## src/hdl/sssc_pkg.sv

```systemverilog
// ----------------------------------------------------------------------------
// sssc_pkg
// Shared types, constants and the segment lookup for the stopwatch counter.
// ----------------------------------------------------------------------------
`default_nettype none

package sssc_pkg;

  // number of decimal digits kept in the count
  localparam int DIGIT_COUNT = 4;
  // digits that fit in the 32-bit segment word
  localparam int SHOWN_DIGITS = (DIGIT_COUNT < 4) ? DIGIT_COUNT : 4;

  localparam int WORD_W  = 32;
  localparam int COUNT_W = 14;
  localparam int KEY_W   = 8;
  localparam int DP_BIT  = 15;

  // input item kinds
  localparam logic MODE_TICK = 1'b0;
  localparam logic MODE_KEY  = 1'b1;

  // keypad codes
  localparam logic [KEY_W-1:0] KEY_PAUSE  = 8'h23;  // '#'
  localparam logic [KEY_W-1:0] KEY_RESUME = 8'h2A;  // '*'
  localparam logic [KEY_W-1:0] KEY_CLEAR  = 8'h30;  // '0'

  localparam logic [3:0] DIGIT_NINE = 4'd9;

  typedef logic [3:0] digit_t;
  typedef digit_t [DIGIT_COUNT-1:0] digits_t;

  // one item leaving the input register
  typedef struct packed {
    logic             fire;
    logic             mode;
    logic [KEY_W-1:0] key_code;
  } step_t;

  // seven-segment pattern of one decimal digit, blank for non-decimal codes
  function automatic logic [7:0] seg_of(input digit_t d);
    logic [7:0] p;
    case (d)
      4'd0:    p = 8'd63;
      4'd1:    p = 8'd6;
      4'd2:    p = 8'd91;
      4'd3:    p = 8'd79;
      4'd4:    p = 8'd102;
      4'd5:    p = 8'd109;
      4'd6:    p = 8'd125;
      4'd7:    p = 8'd7;
      4'd8:    p = 8'd127;
      4'd9:    p = 8'd103;
      default: p = 8'd0;
    endcase
    return p;
  endfunction

endpackage

`default_nettype wire

```

## src/hdl/sssc_count.sv

```systemverilog
// ----------------------------------------------------------------------------
// sssc_count
// Holds the decimal digits and the run flag; applies one item per fire.
// ----------------------------------------------------------------------------
`default_nettype none

module sssc_count (
  input  wire logic            clk,
  input  wire logic            rst,
  input  wire sssc_pkg::step_t step,
  output logic                 running,
  output logic                 produce,
  output sssc_pkg::digits_t    digits_inc
);
  import sssc_pkg::*;

  digits_t digits;
  digits_t digits_next;
  logic    running_next;
  logic    carry;

  // ripple decimal increment, wrapping all nines to zero
  always_comb begin
    carry = 1'b1;
    for (int k = 0; k < DIGIT_COUNT; k++) begin
      if (!carry) begin
        digits_inc[k] = digits[k];
      end else if (digits[k] >= DIGIT_NINE) begin
        digits_inc[k] = '0;
      end else begin
        digits_inc[k] = digits[k] + 4'd1;
        carry = 1'b0;
      end
    end
  end

  assign produce = step.fire && (step.mode == MODE_TICK) && running;

  // next state for ticks and keys
  always_comb begin
    digits_next  = digits;
    running_next = running;
    if (step.fire) begin
      if (step.mode == MODE_KEY) begin
        if (running) begin
          if (step.key_code == KEY_PAUSE) running_next = 1'b0;
        end else if (step.key_code == KEY_RESUME) begin
          running_next = 1'b1;
        end else if (step.key_code == KEY_CLEAR) begin
          digits_next = '0;
        end
      end else if (running) begin
        digits_next = digits_inc;
      end
    end
  end

  // state registers
  always_ff @(posedge clk) begin
    if (rst) begin
      digits  <= '0;
      running <= 1'b1;
    end else begin
      digits  <= digits_next;
      running <= running_next;
    end
  end

endmodule

`default_nettype wire

```

## src/hdl/sssc_decode.sv

```systemverilog
// ----------------------------------------------------------------------------
// sssc_decode
// Turns the digit vector into the segment word and the binary count.
// ----------------------------------------------------------------------------
`default_nettype none

module sssc_decode (
  input  wire sssc_pkg::digits_t                  digits,
  output logic [sssc_pkg::WORD_W-1:0]             word,
  output logic [sssc_pkg::COUNT_W-1:0]            count
);
  import sssc_pkg::*;

  logic [DIGIT_COUNT-1:0] show;
  logic                   nz_acc;
  logic                   above_nine;

  // a digit is lit when it or any higher digit is nonzero; digit 0 always
  always_comb begin
    nz_acc = 1'b0;
    for (int k = DIGIT_COUNT - 1; k >= 0; k--) begin
      nz_acc  = nz_acc | (digits[k] != 4'd0);
      show[k] = nz_acc | (k == 0);
    end
  end

  // count exceeds nine once any digit above the first is nonzero
  always_comb begin
    above_nine = 1'b0;
    for (int k = 1; k < DIGIT_COUNT; k++) begin
      above_nine = above_nine | (digits[k] != 4'd0);
    end
  end

  // segment bytes plus decimal point
  always_comb begin
    word = '0;
    for (int k = 0; k < SHOWN_DIGITS; k++) begin
      if (show[k]) word[8*k +: 8] = seg_of(digits[k]);
    end
    if (above_nine) word[DP_BIT] = 1'b1;
  end

  // decimal to binary, kept to the count width
  always_comb begin
    count = '0;
    for (int k = DIGIT_COUNT - 1; k >= 0; k--) begin
      count = COUNT_W'(count * COUNT_W'(10)) + COUNT_W'(digits[k]);
    end
  end

endmodule

`default_nettype wire

```

## src/hdl/stopwatch_seven_segment_counter.sv

```systemverilog
// ----------------------------------------------------------------------------
// stopwatch_seven_segment_counter
// Tenths-of-a-second stopwatch with seven-segment display word output.
// ----------------------------------------------------------------------------
// Usage:
//   Input channel (in_valid/in_ready) carries one item: mode 0 is a timer
//   tick, mode 1 a keypad key in key_code. '#' pauses, '*' resumes, and '0'
//   clears the count while paused; other keys are dropped.
//   Output channel (out_valid/out_ready) carries one item per tick taken
//   while running: segment_word (digit 0 in the low byte, leading zeros
//   blank, bit 15 decimal point) and shown_count. Keys and paused ticks
//   give no output item.
//   An accepted item waits in the input register and, when it moves on, is
//   applied and its result loaded into the output register and offered.
//   Throughput: one item per cycle while not stalled, set by the single
//   input register feeding digit update and decode into the output register.
//   Reset clears the count to zero and starts in the running state.
//   When the receiver stalls, the held result waits in the output register;
//   one more item is taken into the input register; keys and paused ticks
//   move on as they give no result, but a running tick held there stalls it.
// ----------------------------------------------------------------------------
`default_nettype none

module stopwatch_seven_segment_counter (
  input  wire logic                         clk,
  input  wire logic                         rst,
  input  wire logic                         in_valid,
  output logic                              in_ready,
  input  wire logic                         mode,
  input  wire logic [sssc_pkg::KEY_W-1:0]   key_code,
  output logic                              out_valid,
  input  wire logic                         out_ready,
  output logic [sssc_pkg::WORD_W-1:0]       segment_word,
  output logic [sssc_pkg::COUNT_W-1:0]      shown_count
);
  import sssc_pkg::*;

  logic               s1_valid;
  logic               s1_mode;
  logic [KEY_W-1:0]   s1_key;
  logic               advance;
  logic               running;
  logic               produce;
  step_t              step;
  digits_t            digits_inc;
  logic [WORD_W-1:0]  word_calc;
  logic [COUNT_W-1:0] count_calc;

  // the held item moves on unless it makes a result that has nowhere to go
  assign step.mode     = s1_mode;
  assign step.key_code = s1_key;
  assign step.fire     = advance;
  assign advance = s1_valid &&
                   (!(s1_mode == MODE_TICK && running) || !out_valid || out_ready);
  assign in_ready = !s1_valid || advance;

  // input register
  always_ff @(posedge clk) begin
    if (rst) begin
      s1_valid <= 1'b0;
    end else if (in_ready) begin
      s1_valid <= in_valid;
    end
  end

  always_ff @(posedge clk) begin
    if (in_ready && in_valid) begin
      s1_mode <= mode;
      s1_key  <= key_code;
    end
  end

  sssc_count u_count (
    .clk        (clk),
    .rst        (rst),
    .step       (step),
    .running    (running),
    .produce    (produce),
    .digits_inc (digits_inc)
  );

  sssc_decode u_decode (
    .digits (digits_inc),
    .word   (word_calc),
    .count  (count_calc)
  );

  // result register
  always_ff @(posedge clk) begin
    if (rst) begin
      out_valid <= 1'b0;
    end else if (produce) begin
      out_valid <= 1'b1;
    end else if (out_ready) begin
      out_valid <= 1'b0;
    end
  end

  always_ff @(posedge clk) begin
    if (produce) begin
      segment_word <= word_calc;
      shown_count  <= count_calc;
    end
  end

  // checks
  a_key_no_result: assert property (@(posedge clk) disable iff (rst)
    advance && s1_mode == MODE_KEY && out_valid && out_ready |=> !out_valid)
    else $error("key item produced a result");

  a_digit0_lit: assert property (@(posedge clk) disable iff (rst)
    out_valid |-> segment_word[7:0] != 8'd0)
    else $error("lowest digit blank");

  a_zero_no_dp: assert property (@(posedge clk) disable iff (rst)
    out_valid && shown_count == '0 |-> segment_word[DP_BIT] == 1'b0)
    else $error("decimal point shown on zero count");

  a_stall_only_full: assert property (@(posedge clk) disable iff (rst)
    !in_ready |-> s1_valid && out_valid && !out_ready)
    else $error("input stalled without a full output");

endmodule

`default_nettype wire

```

## config.mk

```make
export PLATFORM = sky130hd
export DESIGN_NAME = stopwatch_seven_segment_counter
export DESIGN_NICKNAME = d
export VERILOG_FILES = /design/src/hdl/sssc_pkg.sv /design/src/hdl/sssc_count.sv /design/src/hdl/sssc_decode.sv /design/src/hdl/stopwatch_seven_segment_counter.sv
export SDC_FILE = /design/constraint.sdc
export NUM_CORES = 1
export LEC_CHECK = 0
export ABC_AREA = 0
export ABC_CLOCK_PERIOD_IN_PS = 9600
export BUFFER_PORTS_ARGS = -buffer_cell sky130_fd_sc_hd__clkbuf_2
export CORE_MARGIN = 2
export CORE_UTILIZATION = 60
export DETAILED_ROUTE_END_ITERATION = 12
export PLACE_DENSITY = 0.81
export SETUP_SLACK_MARGIN = 0.5
export SLEW_MARGIN = 30
export SYNTH_ARGS = -nofsm -noshare
export SYNTH_HDL_FRONTEND = slang
export SYNTH_SLANG_ARGS = --single-unit
```

## constraint.sdc

```tcl
create_clock -name clk -period 9.6 [get_ports clk]
set_input_delay 0.96 -clock clk [delete_from_list [all_inputs] [get_ports clk]]
set_output_delay 0.96 -clock clk [all_outputs]
set_load 0.005 [all_outputs]
```

* Yosys cells after proc, flatten, opt, wreduce, memory -nomap -nowiden
Memory sizes are Yosys's and may differ from the RTL's. A register that Yosys moved wholly into a read port is not among the register bits. Index checks and enable logic that the tools add are counted.
Storage, ports and cells: register bits after elaboration 74, bits in latches 0, RAM bits 0, ROM bits 448, input port bits 13, logic and storage cells 87, memories 4
Memories:
- (no name shown) | depth 16, bits a word 7, rd ports 1, clocked after memory_dff 1, write ports 0, RTL line sssc_pkg.sv:43 | case (d)
- (no name shown) | depth 16, bits a word 7, rd ports 1, clocked after memory_dff 0, write ports 0, RTL line sssc_pkg.sv:43
- (no name shown) | depth 16, bits a word 7, rd ports 1, clocked after memory_dff 1, write ports 0, RTL line sssc_pkg.sv:43
- (no name shown) | depth 16, bits a word 7, rd ports 1, clocked after memory_dff 1, write ports 0, RTL line sssc_pkg.sv:43
Operators by class: add/sub/neg operators 7, $mul 3, divide/modulo/power cells 0, magnitude comparators 4, equality and inequality tests 5, shifts and indexed selects 0, muxes and demuxes 23, bitwise operators 5, reductions and logical operators 21
Operators with widths (number):
- 16-bit 2-to-1 mux | 5
- 14-bit by 4-bit adder with 14-bit output | 3
- 14-bit by 3-bit multiplier with 13-bit output (second input constant) | 2
- 4-bit 2-to-1 mux | 7
- 8-bit by 6-bit equality test with 1-bit output (second input constant) | 3
- 4-bit by 1-bit adder with 4-bit output (second input constant) | 4
- 4-bit greater-or-equal comparator (second input constant) | 4
- 4-bit nonzero test | 3
- 1-bit 2-to-1 mux | 10
- 8-bit 2-to-1 mux | 1
- 4-bit by 3-bit multiplier with 7-bit output (second input constant) | 1
- 2-bit nonzero test | 3
- 1-bit logical AND | 5
- 1-bit zero test | 5
- 5-bit AND reduction | 1
- 1-bit OR | 4
- 1-bit logical OR | 3
- 2-bit by 1-bit != test with 1-bit output (second input constant) | 1
- 2-bit != test (second input constant) | 1
- 2-bit AND reduction | 1
- 1-bit NOT | 1

* Depth between registers and ports, before layout
depth in word-level cells 11, mapped depth 32, mapped depth without buffers 30

* Modules after synthesis
Synthesis repeated with hierarchy kept, for this count alone.
Unflattened totals: cells, all modules 554, area total of the unflattened synthesis 5536.6 sq um
Modules (own cells, without submodules):
- sssc_decode | instances 1, cells an instance 354, area an instance 2648.8 sq um, seq. area each 0.0 sq um
- stopwatch_seven_segment_counter | instances 1, cells an instance 66, area an instance 1757.9 sq um, seq. area each 1691.6 sq um
- sssc_count | instances 1, cells an instance 134, area an instance 1129.8 sq um, seq. area each 340.3 sq um

* Worst setup path after synthesis
No wires, ideal clock.
path type reg2reg, start reg u_count.digits[0] (netlist name), end reg shown_count[13] (netlist name) (data pin), setup time 268 ps, arrival time 7080 ps, required time 9332 ps, setup slack 2252 ps, stages on the path, launching flop included 30, buffers on the path 1, period minus slack after synthesis 7348 ps, cell sequence dfxtp_1 -> inv_1 -> ha_1 -> or3b_4 -> and4_4 -> buf_6 -> nand2_1 -> o21ai_0 -> ha_1 -> ha_1 -> inv_1 -> fa_1 -> nand3b_1 -> o21ai_0 -> xnor2_1 -> xnor2_1 -> ha_1 -> ha_1 -> a211oi_1 -> nor2_1 -> xor2_1 -> nor4b_1 -> xor2_1 -> ha_1 -> ha_1 -> or4b_1 -> nand3_1 -> nand3_1 -> nor3_1 -> xnor3_1
Between the ends: longest elaborated chain between the ends 11, elaborated cells on any way between the ends 15, classes of those cells 4 x add/sub; 3 x mul; 1 x order compare; 7 x mux
RTL lines:
- from (decl) | RTL line sssc_count.sv:17 | digits_t digits;
- from (signal assigned) | RTL line sssc_count.sv:64 | digits <= digits_next;
- 4-bit greater-or-equal comparator | RTL line sssc_count.sv:28 | end else if (digits[k] >= DIGIT_NINE) begin
- 1-bit 2-to-1 mux | RTL line sssc_count.sv:28
- 1-bit 2-to-1 mux (2 in series) | RTL line sssc_count.sv:26 | if (!carry) begin
- 4-bit 2-to-1 mux | RTL line sssc_count.sv:26
- 4-bit by 3-bit multiplier with 7-bit output | RTL line sssc_decode.sv:48 | count = COUNT_W'(count * COUNT_W'(10)) + COUNT_W'(digits[k]);
- 14-bit by 4-bit adder with 14-bit output | RTL line sssc_decode.sv:48
- 14-bit by 3-bit multiplier with 13-bit output | RTL line sssc_decode.sv:48
- 14-bit by 4-bit adder with 14-bit output | RTL line sssc_decode.sv:48
- 14-bit by 3-bit multiplier with 13-bit output | RTL line sssc_decode.sv:48
- 14-bit by 4-bit adder with 14-bit output * | RTL line sssc_decode.sv:48
- via count_calc[13] | RTL line stopwatch_seven_segment_counter.sv:47 | logic [COUNT_W-1:0] count_calc;
- to (signal assigned) | RTL line stopwatch_seven_segment_counter.sv:102 | shown_count <= count_calc;
- to (decl) | RTL line stopwatch_seven_segment_counter.sv:34 | output logic [sssc_pkg::COUNT_W-1:0] shown_count
The timed path passes the listed nets; every way through them passes the cells marked *. A chain may end at the register's enable or synchronous reset.

* Worst setup path in the final report
Ends and elaborated chain as after synthesis.

==> flow_summary_export.csv <==
group,metric,value,unit
pwr,p_clk_frac,0.398,
grt,grt.total_usage,0.225,
grt,grt_start_max_net_pins,44,
synthesis,synth_top_area_frac,0.279,
die,start_util,0.612,
die,ioPinCount,61,
critical_path,cpMostUsedCell,"ha_1",
detailed_routing,vias_per_cell,5.94,
clock_network,clock-sinks,71,
pwr,p_seq_frac,0.568,
detailed_routing,drt-wirelength-per-cell,14.9,um
cells_and_area,post-route-util,0.675,
detailed_routing,wl_met2,5490,um
place,gp_congestion,0.999,
synthesis,synth_top_cells_by_count,"83 x ha_1, 52 x edfxtp_1, 44 x nor2_1",
critical_path,r2r_slack,1680,ps
clock_network,cts_resized,0,
synthesis,synth_top_area_cell,"edfxtp_1",
timing,hold_violations,0,
clock_network,cts_buffers,9,
critical_path,arrival,8030,ps
critical_path,end_kind,"register",
die,die_area,10100,sq um
pwr,power_density,95.8,nW/um^2
critical_path,worstSetupEndpoint,"shown_count[13]",
detailed_routing,met3WireLength,469,um
grt,overflow,0,
grt,grt_pass1_wl,18300,um
min_path,holdCritPathClass,"register to register",
synthesis,synth_seq_area_share,0.347,
cells_and_area,syn_to_final_growth,10.3,%
timing,fin_crit_sh,0.825,
critical_path,path_max_fanout,11,
grt,antenna_found_initial,0,
timing,rsz0062_at_grt,"false",
timing,setup_viol,0,
cells_and_area,layout.nets,727,
timing,tns,0,ps
pwr,switchingPower,0.134,mW
detailed_routing,vias,4400,
synthesis,yosysWarnings,0,
timing,fmax,0.126,GHz
detailed_routing,route.detailed.drc,0,
detailed_routing,drtAntennaViolNets,0,
detailed_routing,drtIter0Drc,211,
synthesis,synth_edf_count,52,
pwr,pwr-share-comb,0.034,
clock_network,cts_buffer_depth,2,
synthesis,synthCells,568,
pwr,sw_frac_of_total,0.227,
pwr,leakagePower,2.89,nW
place,portBuffers,57,
clock_network,path_clk_slew,70,ps
detailed_routing,drtPass1Iterations,6,
synthesis,yosysMostFrequentCell,"ha_1",
critical_path,crit_type,"register to register",
pwr,vdd_drop_max,0.0000838,V
critical_path,worstSetupStartpointType,"register",
place,placed_cells,725,
cells_and_area,design_area,6180,sq um
clock_network,cts_tree,"done",
synthesis,synth_area_leaders,"edfxtp_1 28%, ha_1 19%, dfxtp_1 6.8%, xor2_1 3.3%, a21oi_1 3.0%",
synthesis,synthFlopType,"edfxtp_1",
place,place_area,5980,sq um
die,rows,35,
run_status,outcome,"finished clean",
detailed_routing,drt-met1-wl,4880,um
synthesis,synth_area,5600,sq um
critical_path,critPathSlowestCell,"nor4b_1",
clock_network,cts_setup_buffers,0,
grt,grt_pass1_vias,4067,
place,hpwl,8360,um
synthesis,synth_cell_types,73,
critical_path,r2r-end,"shown_count[13]",
flow_run,maxCapViolCount,0,
timing,finalCriticalPeriod,7920,ps
synthesis,ys_ff_latch,71,
clock_network,root_buffer,"clkbuf_8",
critical_path,rr_worst_depth,30,
critical_path,cp.required,9700,ps
timing,fin_skew,10.2,ps
timing,worstMarginPinSlew,936,ps
synthesis,syn_area_per_cell,9.86,sq um
clock_network,cts.htree.levels,3,
cells_and_area,drive_gt1_frac,0.157,
clock_network,hold_buffers,0,
detailed_routing,highest_layer,"met4",
timing,relSlewSlack,0.369,
critical_path,max_stage_delay,480,ps
clock_network,clk_latency,360,ps
critical_path,crit_start,"u_count.digits[0]",
detailed_routing,wl,11000,um
die,die_w,101,um
cells_and_area,antenna_cells,0,
synthesis,async_reset_ff_frac,0,
die,die_h,101,um
pwr,internal_power,0.458,mW
cells_and_area,stdcell_count,741,
critical_path,worstReg2RegStart,"u_count.digits[0]",
timing,final-max-slew-violation-count,0,
die,core-area,9150,sq um
-- how the worst min path moves through the flow --
stage,startpoint,endpoint,slack [ps],cells after the start
final,s1_valid,s1_valid,540,2
after global routing,s1_valid,s1_valid,570,2
after floorplan,s1_valid,s1_valid,510,2
after CTS,s1_valid,s1_valid,530,2
after global placement,s1_valid,s1_valid,510,2
after detailed placement,s1_valid,s1_valid,520,2
-- through the flow --
step | setup slack [ps] | total power, mW | hold slack [ps]
finish | 1680 | 0.592 | 536
global route | 941 | 0.611 | 574
floorplan | 2250 | 0.355 | 508
global placement | 2100 | 0.362 | 514
CTS | 1690 | 0.595 | 529
detailed placement | 1750 | 0.363 | 517
-- critical path, delay by kind of cell (launching register included) --
kind	cells	cell delay [ps]
compound gates	6	1310
xor+xnor	6	1380
fa+ha+maj	8	2260
buf+inv	3	330
flops	1	450
simple gates	7	1910
-- registers in the layout, indices dropped and copies added (netlist names) --
signal           cells
u_count.digits      16
segment_word        29
shown_count         14
s1_valid             1
u_count.running      1
out_valid            1
s1_key               8
s1_mode              1
-- area by class of cell --
class	instances	area (sq um)
multi-input cells	438	3420
fillers	683	2980
flip-flops and latches	71	1940
repair buffers	60	308
inverters	45	171
clock buffers	12	166
well taps	111	139
clock inverters	4	26.3
-- layout by cell type, fill, tap and decap left out, types with 9 or more instances in the layout --
cell type	n
edfxtp_1	52
nand2_1	37
xnor2_1	17
nor3_1	10
xor2_1	21
a21oi_1	34
nor2_1	43
a22oi_1	14
inv_1	43
clkbuf_2	57
clkbuf_8	10
ha_1	83
nand3_1	12
a21o_1	9
o21ai_0	31
dfxtp_1	19
-- cell families (layout without fill, tap and decap cells) --
kind of cell	after synthesis	after routing	synth area share
xor gates and xnor gates	39	39	0.0634
and+or+nand+nor	164	164	0.160
adders and majority gates	89	89	0.207
buffers and inverters	61	121	0.0458
AOI/OAI and AO/OA	138	138	0.167
DFF	71	71	0.347
other	1	3	0.000669
muxes	5	5	0.00893
-- power groups by stage --
stage          Combinational, mW  Clock, mW  Sequential (mW)
2_1_floorplan             0.0121          0            0.343
3_3_place_gp              0.0193          0            0.343
3_5_place_dp              0.0198          0            0.343
4_1_cts                   0.0200      0.239            0.336
5_1_grt                   0.0227      0.251            0.337
6_report                  0.0200      0.235            0.336
-- metal layers --
metal,up-vias,GRT usage
li1,2177,-
met1,2089,0.282
met2,120,0.391
met3,14,0.0340
met4,0,0.0843
met5,-,0
Note: power is estimated with default switching activity, not from simulation.
